[src/rtl/core/stepper_sequencer_with_calibration_core_assert.svh]
`ifndef STEPPER_SEQUENCER_WITH_CALIBRATION_CORE_ASSERT_SVH
`define STEPPER_SEQUENCER_WITH_CALIBRATION_CORE_ASSERT_SVH

// Same-cycle implication, checked only out of reset.
`define SSCAL_ASSERT_NOW(label, clk, rst_n, ante, cons) \
    label: assert property (@(posedge clk) disable iff (!rst_n) (ante) |-> (cons)) \
        else $error("sscal assertion failed");

// Next-cycle implication, checked only out of reset.
`define SSCAL_ASSERT_NEXT(label, clk, rst_n, ante, cons) \
    label: assert property (@(posedge clk) disable iff (!rst_n) (ante) |=> (cons)) \
        else $error("sscal assertion failed");

`endif

[src/rtl/core/sscal_pkg.sv]
package sscal_pkg;

    localparam int SSCAL_LAP_COUNT_WIDTH = 16;
    localparam int SSCAL_NUM_LAPS        = 3;

    localparam int SUM_W = 18;
    localparam int RUN_W = 8;
    localparam int REM_W = RUN_W + SUM_W;
    localparam logic [SUM_W-1:0] SUM_MAX = {SUM_W{1'b1}};
    localparam logic [RUN_W-1:0] RUN_DEFAULT = 8'd8;

    typedef enum logic [1:0] {
        ACT_STEP   = 2'd0,
        ACT_CAL    = 2'd1,
        ACT_RUN    = 2'd2,
        ACT_STATUS = 2'd3
    } action_t;

    typedef enum logic [1:0] {
        MODE_IDLE = 2'd0,
        MODE_CAL  = 2'd1,
        MODE_RUN  = 2'd2
    } mode_t;

    typedef enum logic [2:0] {
        EV_NONE     = 3'd0,
        EV_STEP     = 3'd1,
        EV_CAL      = 3'd2,
        EV_RUN_DONE = 3'd3,
        EV_UNCAL    = 3'd4,
        EV_BUSY     = 3'd5,
        EV_STATUS   = 3'd6
    } event_t;

    typedef struct packed {
        logic             count_given;
        logic [RUN_W-1:0] run_eighths;
        logic             sensor_level;
        action_t          action;
    } item_t;

    typedef struct packed {
        logic [SUM_W-1:0] lap_sum;
        logic             calibrated;
        logic             busy_res;
        logic [3:0]       coil_pattern;
        event_t           event_res;
    } result_t;

    function automatic logic [3:0] half_step_row(input logic [2:0] idx);
        logic [3:0] row;
        case (idx)
            3'd0:    row = 4'h1;
            3'd1:    row = 4'h3;
            3'd2:    row = 4'h2;
            3'd3:    row = 4'h6;
            3'd4:    row = 4'h4;
            3'd5:    row = 4'hC;
            3'd6:    row = 4'h8;
            3'd7:    row = 4'h9;
            default: row = 4'h0;
        endcase
        return row;
    endfunction

endpackage

[src/rtl/core/sscal_pipe_reg.sv]
module sscal_pipe_reg #(
    parameter int WIDTH = 8
) (
    input  logic             clk,
    input  logic             rst_n,
    input  logic             in_valid,
    output logic             in_ready,
    input  logic [WIDTH-1:0] in_data,
    output logic             out_valid,
    input  logic             out_ready,
    output logic [WIDTH-1:0] out_data
);

    logic             valid_reg;
    logic [WIDTH-1:0] data_reg;

    // Take a new beat when empty or when the held one leaves this cycle.
    assign in_ready  = !valid_reg || out_ready;
    assign out_valid = valid_reg;
    assign out_data  = data_reg;

    always_ff @(posedge clk or negedge rst_n)
    begin
        if (!rst_n)
        begin
            valid_reg <= 1'b0;
        end
        else if (in_ready)
        begin
            valid_reg <= in_valid;
        end
    end

    always_ff @(posedge clk)
    begin
        if (in_valid && in_ready)
        begin
            data_reg <= in_data;
        end
    end

endmodule

[src/rtl/core/sscal_engine.sv]
module sscal_engine #(
    parameter int LAP_COUNT_WIDTH = sscal_pkg::SSCAL_LAP_COUNT_WIDTH,
    parameter int NUM_LAPS        = sscal_pkg::SSCAL_NUM_LAPS
) (
    input  logic              clk,
    input  logic              rst_n,
    input  logic              step_en,
    input  sscal_pkg::item_t  item,
    output sscal_pkg::result_t result
);

    import sscal_pkg::*;

    `include "stepper_sequencer_with_calibration_core_assert.svh"

    localparam int LAP_NUM_W = $clog2(NUM_LAPS + 1);
    localparam int SUM_ADD_W = ((LAP_COUNT_WIDTH > SUM_W) ? LAP_COUNT_WIDTH : SUM_W) + 1;
    localparam int RUN_DIV   = 8 * NUM_LAPS;

    mode_t                      mode_reg, mode_next;
    logic [2:0]                 phase_reg, phase_next;
    logic [LAP_NUM_W-1:0]       lap_number_reg, lap_number_next;
    logic                       prev_sensor_reg, prev_sensor_next;
    logic [LAP_COUNT_WIDTH-1:0] lap_steps_reg, lap_steps_next;
    logic [SUM_W-1:0]           sum_reg, sum_next;
    logic                       done_reg, done_next;
    logic [REM_W-1:0]           rem_reg, rem_next;
    logic [3:0]                 coils_reg, coils_next;

    logic                       busy;
    logic [2:0]                 phase_inc;
    logic [LAP_COUNT_WIDTH-1:0] lap_inc;
    logic [SUM_ADD_W-1:0]       sum_add;
    logic                       fall_edge;
    logic [RUN_W-1:0]           run_n;
    event_t                     ev;

    always_comb
    begin
        busy      = mode_reg inside {MODE_CAL, MODE_RUN};
        phase_inc = phase_reg + 3'd1;
        lap_inc   = (&lap_steps_reg) ? lap_steps_reg : lap_steps_reg + 1'b1;
        sum_add   = SUM_ADD_W'(sum_reg) + SUM_ADD_W'(lap_inc);
        fall_edge = prev_sensor_reg && !item.sensor_level;
        run_n     = item.count_given ? item.run_eighths : RUN_DEFAULT;

        mode_next        = mode_reg;
        phase_next       = phase_reg;
        lap_number_next  = lap_number_reg;
        prev_sensor_next = prev_sensor_reg;
        lap_steps_next   = lap_steps_reg;
        sum_next         = sum_reg;
        done_next        = done_reg;
        rem_next         = rem_reg;
        coils_next       = coils_reg;
        ev               = EV_NONE;

        if (item.action == ACT_STEP)
        begin
            case (mode_reg)
                MODE_CAL:
                begin
                    phase_next       = phase_inc;
                    coils_next       = half_step_row(phase_inc);
                    prev_sensor_next = item.sensor_level;
                    ev               = EV_STEP;
                    if (!fall_edge)
                    begin
                        lap_steps_next = lap_inc;
                    end
                    else if (lap_number_reg == '0)
                    begin
                        lap_number_next = LAP_NUM_W'(1);
                        lap_steps_next  = '0;
                    end
                    else
                    begin
                        lap_steps_next = '0;
                        sum_next = (sum_add > SUM_ADD_W'(SUM_MAX)) ? SUM_MAX
                                                                 : sum_add[SUM_W-1:0];
                        if (lap_number_reg >= LAP_NUM_W'(NUM_LAPS))
                        begin
                            done_next       = 1'b1;
                            mode_next       = MODE_IDLE;
                            lap_number_next = '0;
                            ev              = EV_CAL;
                        end
                        else
                        begin
                            lap_number_next = lap_number_reg + 1'b1;
                        end
                    end
                end
                MODE_RUN:
                begin
                    phase_next = phase_inc;
                    coils_next = half_step_row(phase_inc);
                    // rem holds n*sum not yet covered; each step covers RUN_DIV of it
                    if (rem_reg > REM_W'(RUN_DIV))
                    begin
                        rem_next = rem_reg - REM_W'(RUN_DIV);
                        ev       = EV_STEP;
                    end
                    else
                    begin
                        rem_next   = '0;
                        coils_next = 4'h0;
                        mode_next  = MODE_IDLE;
                        ev         = EV_RUN_DONE;
                    end
                end
                default:
                begin
                    ev = EV_NONE;
                end
            endcase
        end
        else if (busy)
        begin
            ev = EV_BUSY;
        end
        else
        begin
            case (item.action)
                ACT_CAL:
                begin
                    mode_next        = MODE_CAL;
                    prev_sensor_next = item.sensor_level;
                    lap_number_next  = '0;
                    lap_steps_next   = '0;
                    sum_next         = '0;
                end
                ACT_RUN:
                begin
                    if (!done_reg)
                    begin
                        ev = EV_UNCAL;
                    end
                    else if (run_n == '0 || sum_reg == '0)
                    begin
                        rem_next   = '0;
                        coils_next = 4'h0;
                        ev         = EV_RUN_DONE;
                    end
                    else
                    begin
                        rem_next  = REM_W'(run_n) * REM_W'(sum_reg);
                        mode_next = MODE_RUN;
                    end
                end
                ACT_STATUS:
                begin
                    ev = EV_STATUS;
                end
                default:
                begin
                    ev = EV_NONE;
                end
            endcase
        end

        result.coil_pattern = coils_next;
        result.event_res    = ev;
        result.busy_res     = (mode_next == MODE_CAL) || (mode_next == MODE_RUN);
        result.calibrated   = done_next;
        result.lap_sum      = sum_next;
    end

    always_ff @(posedge clk or negedge rst_n)
    begin
        if (!rst_n)
        begin
            mode_reg        <= MODE_IDLE;
            phase_reg       <= 3'd0;
            lap_number_reg  <= '0;
            prev_sensor_reg <= 1'b0;
            lap_steps_reg   <= '0;
            sum_reg         <= '0;
            done_reg        <= 1'b0;
            rem_reg         <= '0;
            coils_reg       <= 4'h0;
        end
        else if (step_en)
        begin
            mode_reg        <= mode_next;
            phase_reg       <= phase_next;
            lap_number_reg  <= lap_number_next;
            prev_sensor_reg <= prev_sensor_next;
            lap_steps_reg   <= lap_steps_next;
            sum_reg         <= sum_next;
            done_reg        <= done_next;
            rem_reg         <= rem_next;
            coils_reg       <= coils_next;
        end
    end

    `SSCAL_ASSERT_NOW(a_run_has_work, clk, rst_n, mode_reg == MODE_RUN, rem_reg != '0)
    `SSCAL_ASSERT_NOW(a_run_needs_cal, clk, rst_n, mode_reg == MODE_RUN, done_reg)
    `SSCAL_ASSERT_NEXT(a_cal_sticks, clk, rst_n, done_reg, done_reg)
    `SSCAL_ASSERT_NOW(a_lap_in_range, clk, rst_n, 1'b1,
                      lap_number_reg <= LAP_NUM_W'(NUM_LAPS))

endmodule

[src/rtl/core/stepper_sequencer_with_calibration_core.sv]
// Channel | Dir | tdata (low bit up)                            | tuser
// s_axis  | in  | sensor_level, run_eighths, count_given, pad   | action
// m_axis  | out | coil_pattern, busy_res, calibrated, lap_sum   | event_res
//
// One beat in, one beat out; a new beat is taken every cycle unless m_axis stalls.
// Each beat passes the input register, then the step logic into the result register.
// A run is counted down by subtracting 8*NUM_LAPS from n*sum each step tick.
// rst_n clears all sequencer state and both valid bits; no beat is lost on a stall.
// When m_axis stalls, the result register holds and s_axis backs up behind it.
module stepper_sequencer_with_calibration_core #(
    parameter int LAP_COUNT_WIDTH = sscal_pkg::SSCAL_LAP_COUNT_WIDTH,
    parameter int NUM_LAPS        = sscal_pkg::SSCAL_NUM_LAPS
) (
    input  logic        clk,
    input  logic        rst_n,
    input  logic        s_axis_tvalid,
    output logic        s_axis_tready,
    input  logic [15:0] s_axis_tdata,  // sensor_level, run_eighths[7:0], count_given, zero pad
    input  logic [1:0]  s_axis_tuser,  // action
    output logic        m_axis_tvalid,
    input  logic        m_axis_tready,
    output logic [23:0] m_axis_tdata,  // coil_pattern[3:0], busy_res, calibrated, lap_sum[17:0]
    output logic [2:0]  m_axis_tuser   // event_res
);

    import sscal_pkg::*;

    item_t   in_item;
    item_t   stage_item;
    result_t result;
    result_t out_result;
    logic    stage_valid;
    logic    stage_ready;

    always_comb
    begin
        in_item.action       = action_t'(s_axis_tuser);
        in_item.sensor_level = s_axis_tdata[0];
        in_item.run_eighths  = s_axis_tdata[8:1];
        in_item.count_given  = s_axis_tdata[9];
    end

    sscal_pipe_reg #(
        .WIDTH($bits(item_t))
    ) u_in_reg (
        .clk      (clk),
        .rst_n    (rst_n),
        .in_valid (s_axis_tvalid),
        .in_ready (s_axis_tready),
        .in_data  (in_item),
        .out_valid(stage_valid),
        .out_ready(stage_ready),
        .out_data (stage_item)
    );

    sscal_engine #(
        .LAP_COUNT_WIDTH(LAP_COUNT_WIDTH),
        .NUM_LAPS       (NUM_LAPS)
    ) u_engine (
        .clk    (clk),
        .rst_n  (rst_n),
        .step_en(stage_valid && stage_ready),
        .item   (stage_item),
        .result (result)
    );

    sscal_pipe_reg #(
        .WIDTH($bits(result_t))
    ) u_out_reg (
        .clk      (clk),
        .rst_n    (rst_n),
        .in_valid (stage_valid),
        .in_ready (stage_ready),
        .in_data  (result),
        .out_valid(m_axis_tvalid),
        .out_ready(m_axis_tready),
        .out_data (out_result)
    );

    assign m_axis_tdata = {out_result.lap_sum, out_result.calibrated,
                           out_result.busy_res, out_result.coil_pattern};
    assign m_axis_tuser = out_result.event_res;

endmodule
[config.mk]
export PLATFORM = sky130hd
export DESIGN_NAME = stepper_sequencer_with_calibration_core
export DESIGN_NICKNAME = d
export VERILOG_FILES = /design/src/rtl/core/sscal_pkg.sv /design/src/rtl/core/sscal_pipe_reg.sv /design/src/rtl/core/sscal_engine.sv /design/src/rtl/core/stepper_sequencer_with_calibration_core.sv
export VERILOG_INCLUDE_DIRS = /design/src /design/src/rtl/core
export SDC_FILE = /design/constraint.sdc
export NUM_CORES = 1
export LEC_CHECK = 0
export ABC_CLOCK_PERIOD_IN_PS = 9300
export BUFFER_PORTS_ARGS = -buffer_cell sky130_fd_sc_hd__clkbuf_2
export CAP_MARGIN = 10
export CORE_MARGIN = 2
export CORE_UTILIZATION = 45
export DETAILED_ROUTE_END_ITERATION = 8
export PLACE_DENSITY = 0.67
export SLEW_MARGIN = 0
export SYNTH_ARGS = -nofsm -noshare
export SYNTH_HDL_FRONTEND = slang
export SYNTH_HIERARCHICAL = 1
export SYNTH_SLANG_ARGS = --single-unit
export TNS_END_PERCENT = 1
[constraint.sdc]
create_clock -name clk -period 9.3 [get_ports clk]
set_clock_uncertainty 0.1 [all_clocks]
set_input_delay 1.395 -clock clk [delete_from_list [all_inputs] [get_ports clk]]
set_output_delay 1.395 -clock clk [all_outputs]
set_load 0.1 [all_outputs]
Word level (Yosys, flattened, before mapping)
Memory sizes are Yosys's and may differ from the RTL's.
Cells that the tools add are included.
{ "totals": {"out_inout_bits": 29, "inputBits": 22, "mem_count": 2, "ff_bits": 114, "mem_bits_ro": 64} }
{ "classes": {"reduce_logical": 24, "mux": 64, "n_eq_ne": 11, "mul": 1, "add_sub_neg": 5, "n_lt_le_gt_ge": 3} }
{ "memory_table": {"columns": ["name", "depth", "word_bits", "rd", "rd_ports_with_merged_regs", "write_ports", "line", "text"], "rows": [
  ["(name not given)", 8, 4, 1, 0, 0, "sscal_pkg.sv:52", "case (idx)"],
  ["(name not given)", 8, 4, 1, 0, 0, "sscal_pkg.sv:52", null]
]} }
{ "ops": {"columns": ["cell", "count"], "rows": [
  ["two-way mux 26 bit", 7],
  ["two-way mux 18 bit", 7],
  ["two-way mux 16 bit", 6],
  ["two-way mux 2 bit", 18],
  ["greater-than comparator 26 x 5 -> 1 bit (second input constant)", 1],
  ["multiplier 8 x 18 -> 26 bit", 1],
  ["subtractor 26 x 5 -> 26 bit (second input constant)", 1],
  ["two-way mux 4 bit", 6],
  ["adder 18 x 16 -> 19 bit", 1],
  ["greater-than comparator 19 x 18 -> 1 bit (second input constant)", 1],
  ["logical NOT 18 bit", 1],
  ["adder 16 x 1 -> 16 bit (second input constant)", 1],
  ["AND reduction 16 bit", 1],
  ["two-way mux 3 bit", 5],
  ["case mux 3 bit (2 select lines)", 2],
  ["AND reduction 5 bit", 2],
  ["two-way mux 1 bit", 9],
  ["== test 2 bit (second input constant)", 4],
  ["logical NOT 8 bit", 1],
  ["two-way mux 8 bit", 1],
  ["case mux 2 bit (2 select lines)", 2],
  ["case mux 4 bit (2 select lines)", 1],
  ["nonzero test 2 bit", 4],
  ["== test 2 x 1 -> 1 bit (second input constant)", 3],
  ["12 further kinds", 22]
]} }

Logic depth before layout (Yosys ltp)
Gate-level depths: netlist (run 1).
{ "depth": {"depth_word": 10, "ltp_mapped": 20, "mapped_depth_nobuf": 19} }

Hierarchy
Netlist (run 1), hierarchy kept.
{ "by_module_without_submodules": {"columns": ["module", "seq_area_each_um2", "cells_each", "instances", "area_per_inst_um2"], "rows": [
  ["sscal_engine", 1826.8, 1233, 1, 10193.5],
  ["sscal_pipe_reg (u_out_reg)", 835.8, 31, 1, 864.6],
  ["sscal_pipe_reg (u_in_reg)", 385.4, 16, 1, 414.1],
  ["stepper_sequencer_with_calibration_core", 0.0, 1, 1, 6.3]
]} }

Worst setup path after synthesis (run 1)
Ideal clock, no wire load.
{ "synth_path": {"kind": "flip-flop to flip-flop", "from": "register u_in_reg.data_reg[11] (netlist: u_in_reg/out_data[11])", "to": "register u_engine.rem_reg[18]", "path_slack_ps": 4121, "setup_ps": 134, "required_ps": 9066, "t_arrival_ps": 4944, "stages_incl_launch_ff": 21, "path_buffers": 2, "cell_sequence": "edfxtp_1 clkbuf_1 and2_1 clkbuf_1 nand2_1 fa_1 fa_1 inv_1 fa_1 inv_1 fa_1 inv_1 ha_1 a21oi_1 o21a_1 a221oi_1 nand2b_1 a311o_1 a31oi_1 xor2_1 o21ai_0"} }
{ "synth_via": {"elab_chain_len": 8, "elab_cells_between_ends": 9, "classes_between": "mul: 1; mux: 6; reduce/logical: 2"} }
{ "synth_lines": {"columns": ["element", "line", "text"], "rows": [
  ["from (decl)", "sscal_pipe_reg.sv:15", "logic [WIDTH-1:0] data_reg;"],
  ["from (signal assigned)", "sscal_pipe_reg.sv:38", "data_reg <= in_data;"],
  ["two-way mux 8 bit *", "sscal_engine.sv:45", "run_n = item.count_given ? item.run_eighths : RUN_DEFAULT;"],
  ["branches (longest 2 deep; another with multiplier 8 x 18 -> 26 bit)", null, null],
  ["two-way mux 26 bit *", "sscal_engine.sv:139", "else if (run_n == '0 || sum_reg == '0)"],
  ["two-way mux 26 bit *", "sscal_engine.sv:135", "if (!done_reg)"],
  ["two-way mux 26 bit *", "sscal_engine.sv:124", "case (item.action)"],
  ["two-way mux 26 bit *", "sscal_engine.sv:118", "else if (busy)"],
  ["two-way mux 26 bit *", "sscal_engine.sv:58", "if (item.action == ACT_STEP)"],
  ["to (signal assigned)", "sscal_engine.sv:192", "rem_reg <= rem_next;"],
  ["to (decl)", "sscal_engine.sv:27", "logic [REM_W-1:0] rem_reg, rem_next;"]
]} }
Mark *: on every way between the ends. The select of a mux whose other input is x is not followed.
A chain may end at the register's enable or synchronous reset.

Final worst setup path (run 1)
{ "layout_path": {"from": "register u_in_reg.data_reg[11] (netlist: u_in_reg/out_data[11])", "to": "register u_engine.rem_reg[25]"} }
Same word-level chain as after synthesis.

==> out/results.txt, run 1 <==
routed vias: 9336
number of unique standard cell types used by synthesis: 87
area of the die: 26800 um^2
count of antenna diodes in the layout: 0
DR pass1 iterations: 5
via count of the first global-routing pass: 9208
summed negative setup slack over all endpoints: 0 ns
RD Place Congestion: 0.873
Routed Wire Length: 28900 um
critical path data required time: 9.52 ns
CTS Hold Buffers Added: 0
critical path buffer and inverter count: 2
max frequency: 0.148 GHz
initial DRC count: 909
post-synthesis cell type with the largest combined area: sky130_fd_sc_hd__fa_1
clock tree from TritonCTS: done
placed wire-length estimate after detailed placement: 20600 um
placeable core region: 25100 um^2
portion of netlist area occupied by mux cells: 0.00665
initial antenna violation count: 0
adder and majority gate portion of the synthesized area: 0.255
Syn Inst Count: 1281
CTS Buf Count: 17
worst slack, placed: 2.64 ns
pin count of the biggest net entering global routing: 51
Row Count: 58
detailed-route DRC error count: 0
post-synthesis simple-gate area fraction: 0.180
post-cts repair resize count: 0
clk sink count: 114
dominant delay contributor by cell family on the critical path: adder cells
post-CTS setup buffer count: 0
EDFF count, synth: 39
Synth Register Bits: 114
Fin. Hold Viols: 0
Max-cap violations: 0
leading cell type by number of instances after synthesis: sky130_fd_sc_hd__inv_1
final design instance area without fill: 12400 um^2
post-synthesis net count: 1479
Detail Route Antenna Nets: 0
fraction of layout instances using a drive strength above 1: 0.0920
portion of synthesized cell area occupied by the leading cell type: 0.169
share of synthesized area occupied by flip-flops and latches: 0.266
crit path kind: reg2reg
number of vias per cell after detailed routing: 5.75
Peak VDD IR: 0.146 mV
cells taking the most area after synthesis: sky130_fd_sc_hd__fa_1 17%, sky130_fd_sc_hd__dfrtp_1 16%, sky130_fd_sc_hd__edfxtp_1 10%
run status: finished, final reports clean
total global routing track utilization: 0.227
path type of the worst min-delay path: reg2reg
clock network latency to the later pin of the worst-skew pair: 0.43 ns
synth-to-layout area growth: 8.38%
Die W: 164 um
power per standard cell area: 178 nW/um^2
cell area after placement: 11800 um^2
H-tree level count: 4
maximum fanout encountered on the critical timing path: 46
arrival time reported for the critical path endpoint: 6.96 ns
worst-margin pin slew: 1.11 ns
post-DR wirelength/cell: 17.8 um
worst-path cell chain: nand2b_1, and2_1, fa_1, fa_1, fa_1, inv_1, fa_1, inv_1, ha_1, o211ai_1, a21boi_0, nand3_1, a211oi_1, nor2_1, a211o_1, o311ai_1
clock slew at the register clock pins of the worst setup and hold paths: 0.06 ns
normalized max-slew margin: 0.263
CP most frequent cell: sky130_fd_sc_hd__fa_1
Post-synth ARST share: 0.658
vertical die dimension: 164 um
leakage power summed over all cells: 6.01 nW
initial core utilization: 0.457
setup repair after global routing missed its margin: no
wire length of the first global-routing pass: 48200 um
Post-synth top flop: sky130_fd_sc_hd__dfrtp_1
minimum clock period after layout: 6.74 ns
final-report setup violation count: 0
post-layout power: 2.22 mW
nature of the critical path endpoint: flop
max-slew violation count: 0
IO Port Bufs: 44
crit share post-route: 0.725
flip-flop count of the largest register after layout: 27
master cell of the clock root buffer: sky130_fd_sc_hd__clkbuf_16
most frequent cells after synthesis: 151 x sky130_fd_sc_hd__inv_1, 122 x sky130_fd_sc_hd__nand2_1, 97 x sky130_fd_sc_hd__fa_1
worst stage delay on the critical path: 1.08 ns
final worst slack: 2.56 ns
total number of yosys warnings: 6
compound-cell area share of the yosys netlist: 0.185
Max Root-Sink Buffers: 2
io pins: 51
largest family of logic cells by synthesized area: adder cells
Overflow after GRT: 0
Worst path slowest cell: sky130_fd_sc_hd__edfxtp_1
Syn Area/Cell: 8.96 um^2
Net count, final: 1479
XOR/XNOR share of the synthesized area: 0.0290
synthesized area: 11500 um^2
type of origin of the critical path: flop
## where the power goes
group / internal (mW) / switching [mW]
Sequential: 0.609 / 0.0969
Clock: 0.403 / 0.287
Combinational: 0.263 / 0.557
## final timing paths
path / slack (ns) / cells past startpoint / endpoint / startpoint
max: 2.56 / 16 / u_engine/rem_reg[25] / u_in_reg/out_data[11]
min in group asynchronous: 0.77 / 1 / u_engine/lap_steps_reg[12] / rst_n
min reg2reg: 0.39 / 2 / u_engine/rem_reg[0] / u_engine/rem_reg[0]
min: 0.39 / 2 / u_engine/rem_reg[0] / u_engine/rem_reg[0]
max reg2reg: 2.56 / 16 / u_engine/rem_reg[25] / u_in_reg/out_data[11]
max in group asynchronous: 7.29 / 2 / u_engine/rem_reg[18] / rst_n
## layout make-up
type,count,area [um^2]
Inverter,151,567
Clock buffer,17,425
Sequential cell,114,3050
Tap cell,330,413
Fill cell,2402,12700
Multi-Input combinational cell,946,7540
Clock inverter,15,171
Timing Repair Buffer,51,275
## routing by layer
metal	track usage	part of all wire
met4	0.0710	0.026
met2	0.349	0.45
met3	0.0369	0.062
met1	0.330	0.46
met5	0	0
## cell families (layout without fill, tap and decap cells)
logic type               Yosys count  count (layout)
XOR/XNOR                          38              38
adder cells (fa/ha/maj)          176             176
AO/OA/AOI/OAI                    318             318
buffers and inverters            221             234
multiplexers                       7               7
AND/OR/NAND/NOR                  407             407
flip-flops                       114             114
## through the flow
stage | utilization | hold WS (ns) | cells
2_1_floorplan | - | 0.351 | 1281
3_3_place_gp | 0.471 | 0.373 | 1591
3_5_place_dp | 0.471 | 0.379 | 1591
4_1_cts | 0.495 | 0.396 | 1623
5_1_grt | 0.495 | 0.408 | 1624
6_report | 0.495 | 0.392 | 1624
## worst min-delay path: cells and delay by family (launching register included)
kind / cells / cell delay, ns
AO/OA/AOI/OAI: 1 / 0.06
flip-flops: 1 / 0.34
AND/OR/NAND/NOR: 1 / 0.05
## cell usage in the layout, fill, tap and decap left out, types with 7 or more instances in the layout
| cell type | synthesis | routed |
|---|---|---|
| sky130_fd_sc_hd__a211oi_1 | 9 | 9 |
| sky130_fd_sc_hd__a21o_1 | 21 | 21 |
| sky130_fd_sc_hd__a21oi_1 | 84 | 84 |
| sky130_fd_sc_hd__a22o_1 | 21 | 21 |
| sky130_fd_sc_hd__a31oi_1 | 12 | 12 |
| sky130_fd_sc_hd__a32oi_1 | 8 | 8 |
| sky130_fd_sc_hd__and2_1 | 26 | 26 |
| sky130_fd_sc_hd__and3_1 | 77 | 77 |
| sky130_fd_sc_hd__buf_4 | 3 | 8 |
| sky130_fd_sc_hd__clkbuf_16 | 0 | 17 |
| sky130_fd_sc_hd__clkbuf_2 | 3 | 43 |
| sky130_fd_sc_hd__dfrtp_1 | 75 | 75 |
| sky130_fd_sc_hd__edfxtp_1 | 39 | 39 |
| sky130_fd_sc_hd__fa_1 | 97 | 97 |
| sky130_fd_sc_hd__ha_1 | 79 | 79 |
| sky130_fd_sc_hd__inv_1 | 151 | 151 |
| sky130_fd_sc_hd__nand2_1 | 122 | 122 |
| sky130_fd_sc_hd__nand2b_1 | 10 | 10 |
| sky130_fd_sc_hd__nand3_1 | 26 | 26 |
| sky130_fd_sc_hd__nor2_1 | 67 | 67 |
| sky130_fd_sc_hd__nor2b_1 | 9 | 9 |
| sky130_fd_sc_hd__nor3_1 | 24 | 24 |
| sky130_fd_sc_hd__nor4_1 | 13 | 13 |
| sky130_fd_sc_hd__o21ai_0 | 82 | 82 |
| sky130_fd_sc_hd__o31ai_1 | 7 | 7 |
| sky130_fd_sc_hd__xnor2_1 | 25 | 25 |
| sky130_fd_sc_hd__xor2_1 | 13 | 13 |
Note: power is estimated with default switching activity, not from simulation.
==> inputs of run 2 (changes only) <==
--- a/config.mk
+++ b/config.mk
@@ -6,7 +6,8 @@
 export SDC_FILE = /design/constraint.sdc
 export NUM_CORES = 1
 export LEC_CHECK = 0
-export ABC_CLOCK_PERIOD_IN_PS = 9300
+export ABC_AREA = 1
+export ABC_CLOCK_PERIOD_IN_PS = 6900
 export BUFFER_PORTS_ARGS = -buffer_cell sky130_fd_sc_hd__clkbuf_2
 export CAP_MARGIN = 10
 export CORE_MARGIN = 2
==> constraint.sdc (replaced) <==
create_clock -name clk -period 6.9 [get_ports clk]
set_clock_uncertainty 0.1 [all_clocks]
set_input_delay 1.035 -clock clk [delete_from_list [all_inputs] [get_ports clk]]
set_output_delay 1.035 -clock clk [all_outputs]
set_load 0.1 [all_outputs]
==> out/results.txt, run 2 <==
Max-cap violations: 0 (unchanged)
most frequent cells after synthesis: 516 x sky130_fd_sc_hd__nand2_1, 297 x sky130_fd_sc_hd__inv_1, 181 x sky130_fd_sc_hd__nor2_1
master cell of the clock root buffer: sky130_fd_sc_hd__clkbuf_16
minimum clock period after layout: 5.63 ns (-1.11 ns)
placed wire-length estimate after detailed placement: 25700 um (+25%)
number of unique standard cell types used by synthesis: 44 (-49%)
number of cells in the design after placement: 2059 (+29%)
Die W: 169 um (+3.0%)
clock network latency to the later pin of the worst-skew pair: 0.43 ns (about the same)
max frequency: 0.178 GHz (+20%)
crit share post-route: 0.816 (+0.0911)
pin count of the biggest net entering global routing: 76 (+49%)
nature of the critical path endpoint: flop
commonest cells after routing, fill and taps aside: 516 x sky130_fd_sc_hd__nand2_1, 297 x sky130_fd_sc_hd__inv_1, 181 x sky130_fd_sc_hd__nor2_1, 97 x sky130_fd_sc_hd__fa_1, 92 x sky130_fd_sc_hd__nand3_1
share of synthesized area occupied by flip-flops and latches: 0.250 (-0.0157)
cell area after placement: 12700 um^2 (+7.2%)
power per standard cell area: 297 nW/um^2 (+67%)
Fin. Hold Viols: 0 (unchanged)
IO Port Bufs: 44 (unchanged)
wire length of the first global-routing pass: 54400 um (+13%)
initial core utilization: 0.455 (-0.00201)
post-synthesis net count: 1908 (+29%)
post-layout power: 3.96 mW (+79%)
type of origin of the critical path: flop
run status: finished, final reports clean
portion of synthesized cell area occupied by the leading cell type: 0.159 (-0.00998)
EDFF count, synth: 39 (unchanged)
worst slack, placed: 1.43 ns (-1.21 ns)
hold path startpoint: u_engine/coils_reg[0]
initial DRC count: 1051 (+16%)
total global routing track utilization: 0.241 (+0.0139)
clk sink count: 114 (unchanged)
io pins: 51 (unchanged)
Post-synth ARST share: 0.658 (unchanged)
setup repair after global routing missed its margin: no
Detail Route Antenna Nets: 0 (unchanged)
post-cts repair resize count: 0 (unchanged)
clock slew at the register clock pins of the worst setup and hold paths: 0.06 ns (about the same)
share of the core filled with cells: 0.497 (+0.00183)
post-DR wirelength/cell: 15.8 um (-11%)
via count of the first global-routing pass: 10600 (+15%)
leading cell type by number of instances after synthesis: sky130_fd_sc_hd__nand2_1
synthesized area: 12200 um^2 (+6.3%)
worst-margin pin slew: 1.05 ns (-0.0551 ns)
final worst slack: 1.27 ns (-1.29 ns)
DR pass1 iterations: 5 (unchanged)
Reg2Reg Capture Point: u_engine/rem_reg[16]
post-synthesis cell type with the largest combined area: sky130_fd_sc_hd__fa_1
Routed Wire Length: 33100 um (+14%)
leakage power summed over all cells: 6.99 nW (+16%)
final-report setup violation count: 0 (unchanged)
initial antenna violation count: 0 (unchanged)
Syn Inst Count: 1710 (+33%)
vertical die dimension: 169 um (+3.0%)
maximum fanout encountered on the critical timing path: 12 (-74%)
normalized max-slew margin: 0.300 (+0.0367)
crit path kind: reg2reg
number of standard cells in the layout, taps in and fillers out: 2092 (+29%)
Net count, final: 1936 (+31%)
cells taking the most area after synthesis: sky130_fd_sc_hd__fa_1 16%, sky130_fd_sc_hd__nand2_1 16%, sky130_fd_sc_hd__dfrtp_1 15%
area of the die: 28400 um^2 (+6.1%)
startpoint of the lowest-slack register-to-register path: u_in_reg/out_data[11]
Register-to-Register Setup Slack: 1.27 ns (-1.29 ns)
summed negative setup slack over all endpoints: 0 ns (unchanged)
post-CTS setup buffer count: 0 (unchanged)
Max Root-Sink Buffers: 2 (unchanged)
number of cells traversed by the worst hold path: 2 (unchanged)
RD Place Congestion: 0.906 (+3.7%)
critical path data required time: 7.15 ns (-2.37 ns)
count of antenna diodes in the layout: 0 (unchanged)
Endpoint, Worst Hold: u_engine/coils_reg[0]
number of cells on the worst reg-to-reg path: 19 (+3)
Post-synth top flop: sky130_fd_sc_hd__dfrtp_1
path type of the worst min-delay path: reg2reg
H-tree level count: 4 (unchanged)
final design instance area without fill: 13300 um^2 (+7.1%)
synth-to-layout area growth: 9.26%
routed vias: 11100 (+19%)
most common cell after layout, fill and taps aside: sky130_fd_sc_hd__nand2_1
Peak VDD IR: 0.244 mV (+66%)
fraction of layout instances using a drive strength above 1: 0.0623 (-0.0297)
Overflow after GRT: 0 (unchanged)
max-slew violation count: 0 (unchanged)
total of fill cells in the finished design: 2632 (+9.6%)
number of vias per cell after detailed routing: 5.31 (-7.7%)
minimum hold slack: 0.397 ns (+0.00520 ns)
clock tree from TritonCTS: done
Syn Area/Cell: 7.13 um^2 (-20%)
flip-flop count of the largest register after layout: 27 (unchanged)
total number of yosys warnings: 6 (unchanged)
placeable core region: 26800 um^2 (+6.7%)
arrival time reported for the critical path endpoint: 5.88 ns (-1.08 ns)
Synth Register Bits: 114 (unchanged)
Row Count: 60 (+3.4%)
CTS Hold Buffers Added: 0 (unchanged)
CTS Buf Count: 17 (unchanged)
detailed-route DRC error count: 0 (unchanged)
run 2: where the power goes:
| group | leakage, nW | switching (mW) | internal [mW] |
|---|---|---|---|
| Combinational | 5.33 | 1.37 | 0.574 |
| Clock | 0.304 | 0.375 | 0.597 |
| Sequential | 1.36 | 0.163 | 0.882 |
run 2: layout make-up:
class                           count  area [um^2]  area share
Timing Repair Buffer               49          260      0.0195
Clock inverter                     13          173      0.0130
Tap cell                          341          427      0.0320
Clock buffer                       19          454      0.0341
Inverter                          300         1130      0.0845
Multi-Input combinational cell   1256         7840       0.588
Sequential cell                   114         3050       0.229
run 2: how the worst max path moves through the flow:
stage / to / cells after the start / startpoint / slack, ns
floorplan: u_engine/rem_reg[16] / 24 / u_in_reg/out_data[11] / 2.15
detailed placement: u_engine/rem_reg[16] / 23 / u_in_reg/out_data[11] / 1.43
global route: u_engine/rem_reg[16] / 22 / u_in_reg/out_data[11] / 0.93
CTS: u_engine/rem_reg[16] / 19 / u_in_reg/out_data[11] / 1.38
finish: u_engine/rem_reg[16] / 19 / u_in_reg/out_data[11] / 1.27
global placement: u_engine/rem_reg[16] / 23 / u_in_reg/out_data[11] / 1.43
run 2: cell families after synthesis:
kind of cell / after synthesis / share of synthesized area
flip-flops: 114 / 0.250
AND/OR/NAND/NOR: 866 / 0.294
adder cells (fa/ha/maj): 176 / 0.240
XOR/XNOR: 41 / 0.0294
AO/OA/AOI/OAI: 173 / 0.0779
buffers and inverters: 340 / 0.108
run 2: metal layers:
layer	vias to the layer above	global-route usage	share of wire
li1	5382	-	-
met1	5291	0.352	0.47
met2	398	0.377	0.44
met3	31	0.0437	0.077
met4	0	0.0517	0.012
met5	-	0	0
run 2: worst max-delay path: stages, from the launching register on:
cell and delay [ns]:
sky130_fd_sc_hd__edfxtp_1 0.52, sky130_fd_sc_hd__nand2_1 0.39, sky130_fd_sc_hd__inv_1 0.44, sky130_fd_sc_hd__nand2_1 0.14, sky130_fd_sc_hd__fa_1 0.53, sky130_fd_sc_hd__fa_1 0.56, sky130_fd_sc_hd__inv_1 0.06, sky130_fd_sc_hd__fa_1 0.54
sky130_fd_sc_hd__inv_1 0.06, sky130_fd_sc_hd__fa_1 0.53, sky130_fd_sc_hd__inv_1 0.04, sky130_fd_sc_hd__ha_1 0.34, sky130_fd_sc_hd__nand2_1 0.11, sky130_fd_sc_hd__o21ai_0 0.48, sky130_fd_sc_hd__nand3_1 0.18, sky130_fd_sc_hd__nand3b_1 0.13
sky130_fd_sc_hd__nand3_1 0.16, sky130_fd_sc_hd__nand2_1 0.11, sky130_fd_sc_hd__nand2_1 0.05, sky130_fd_sc_hd__nand2_1 0.08
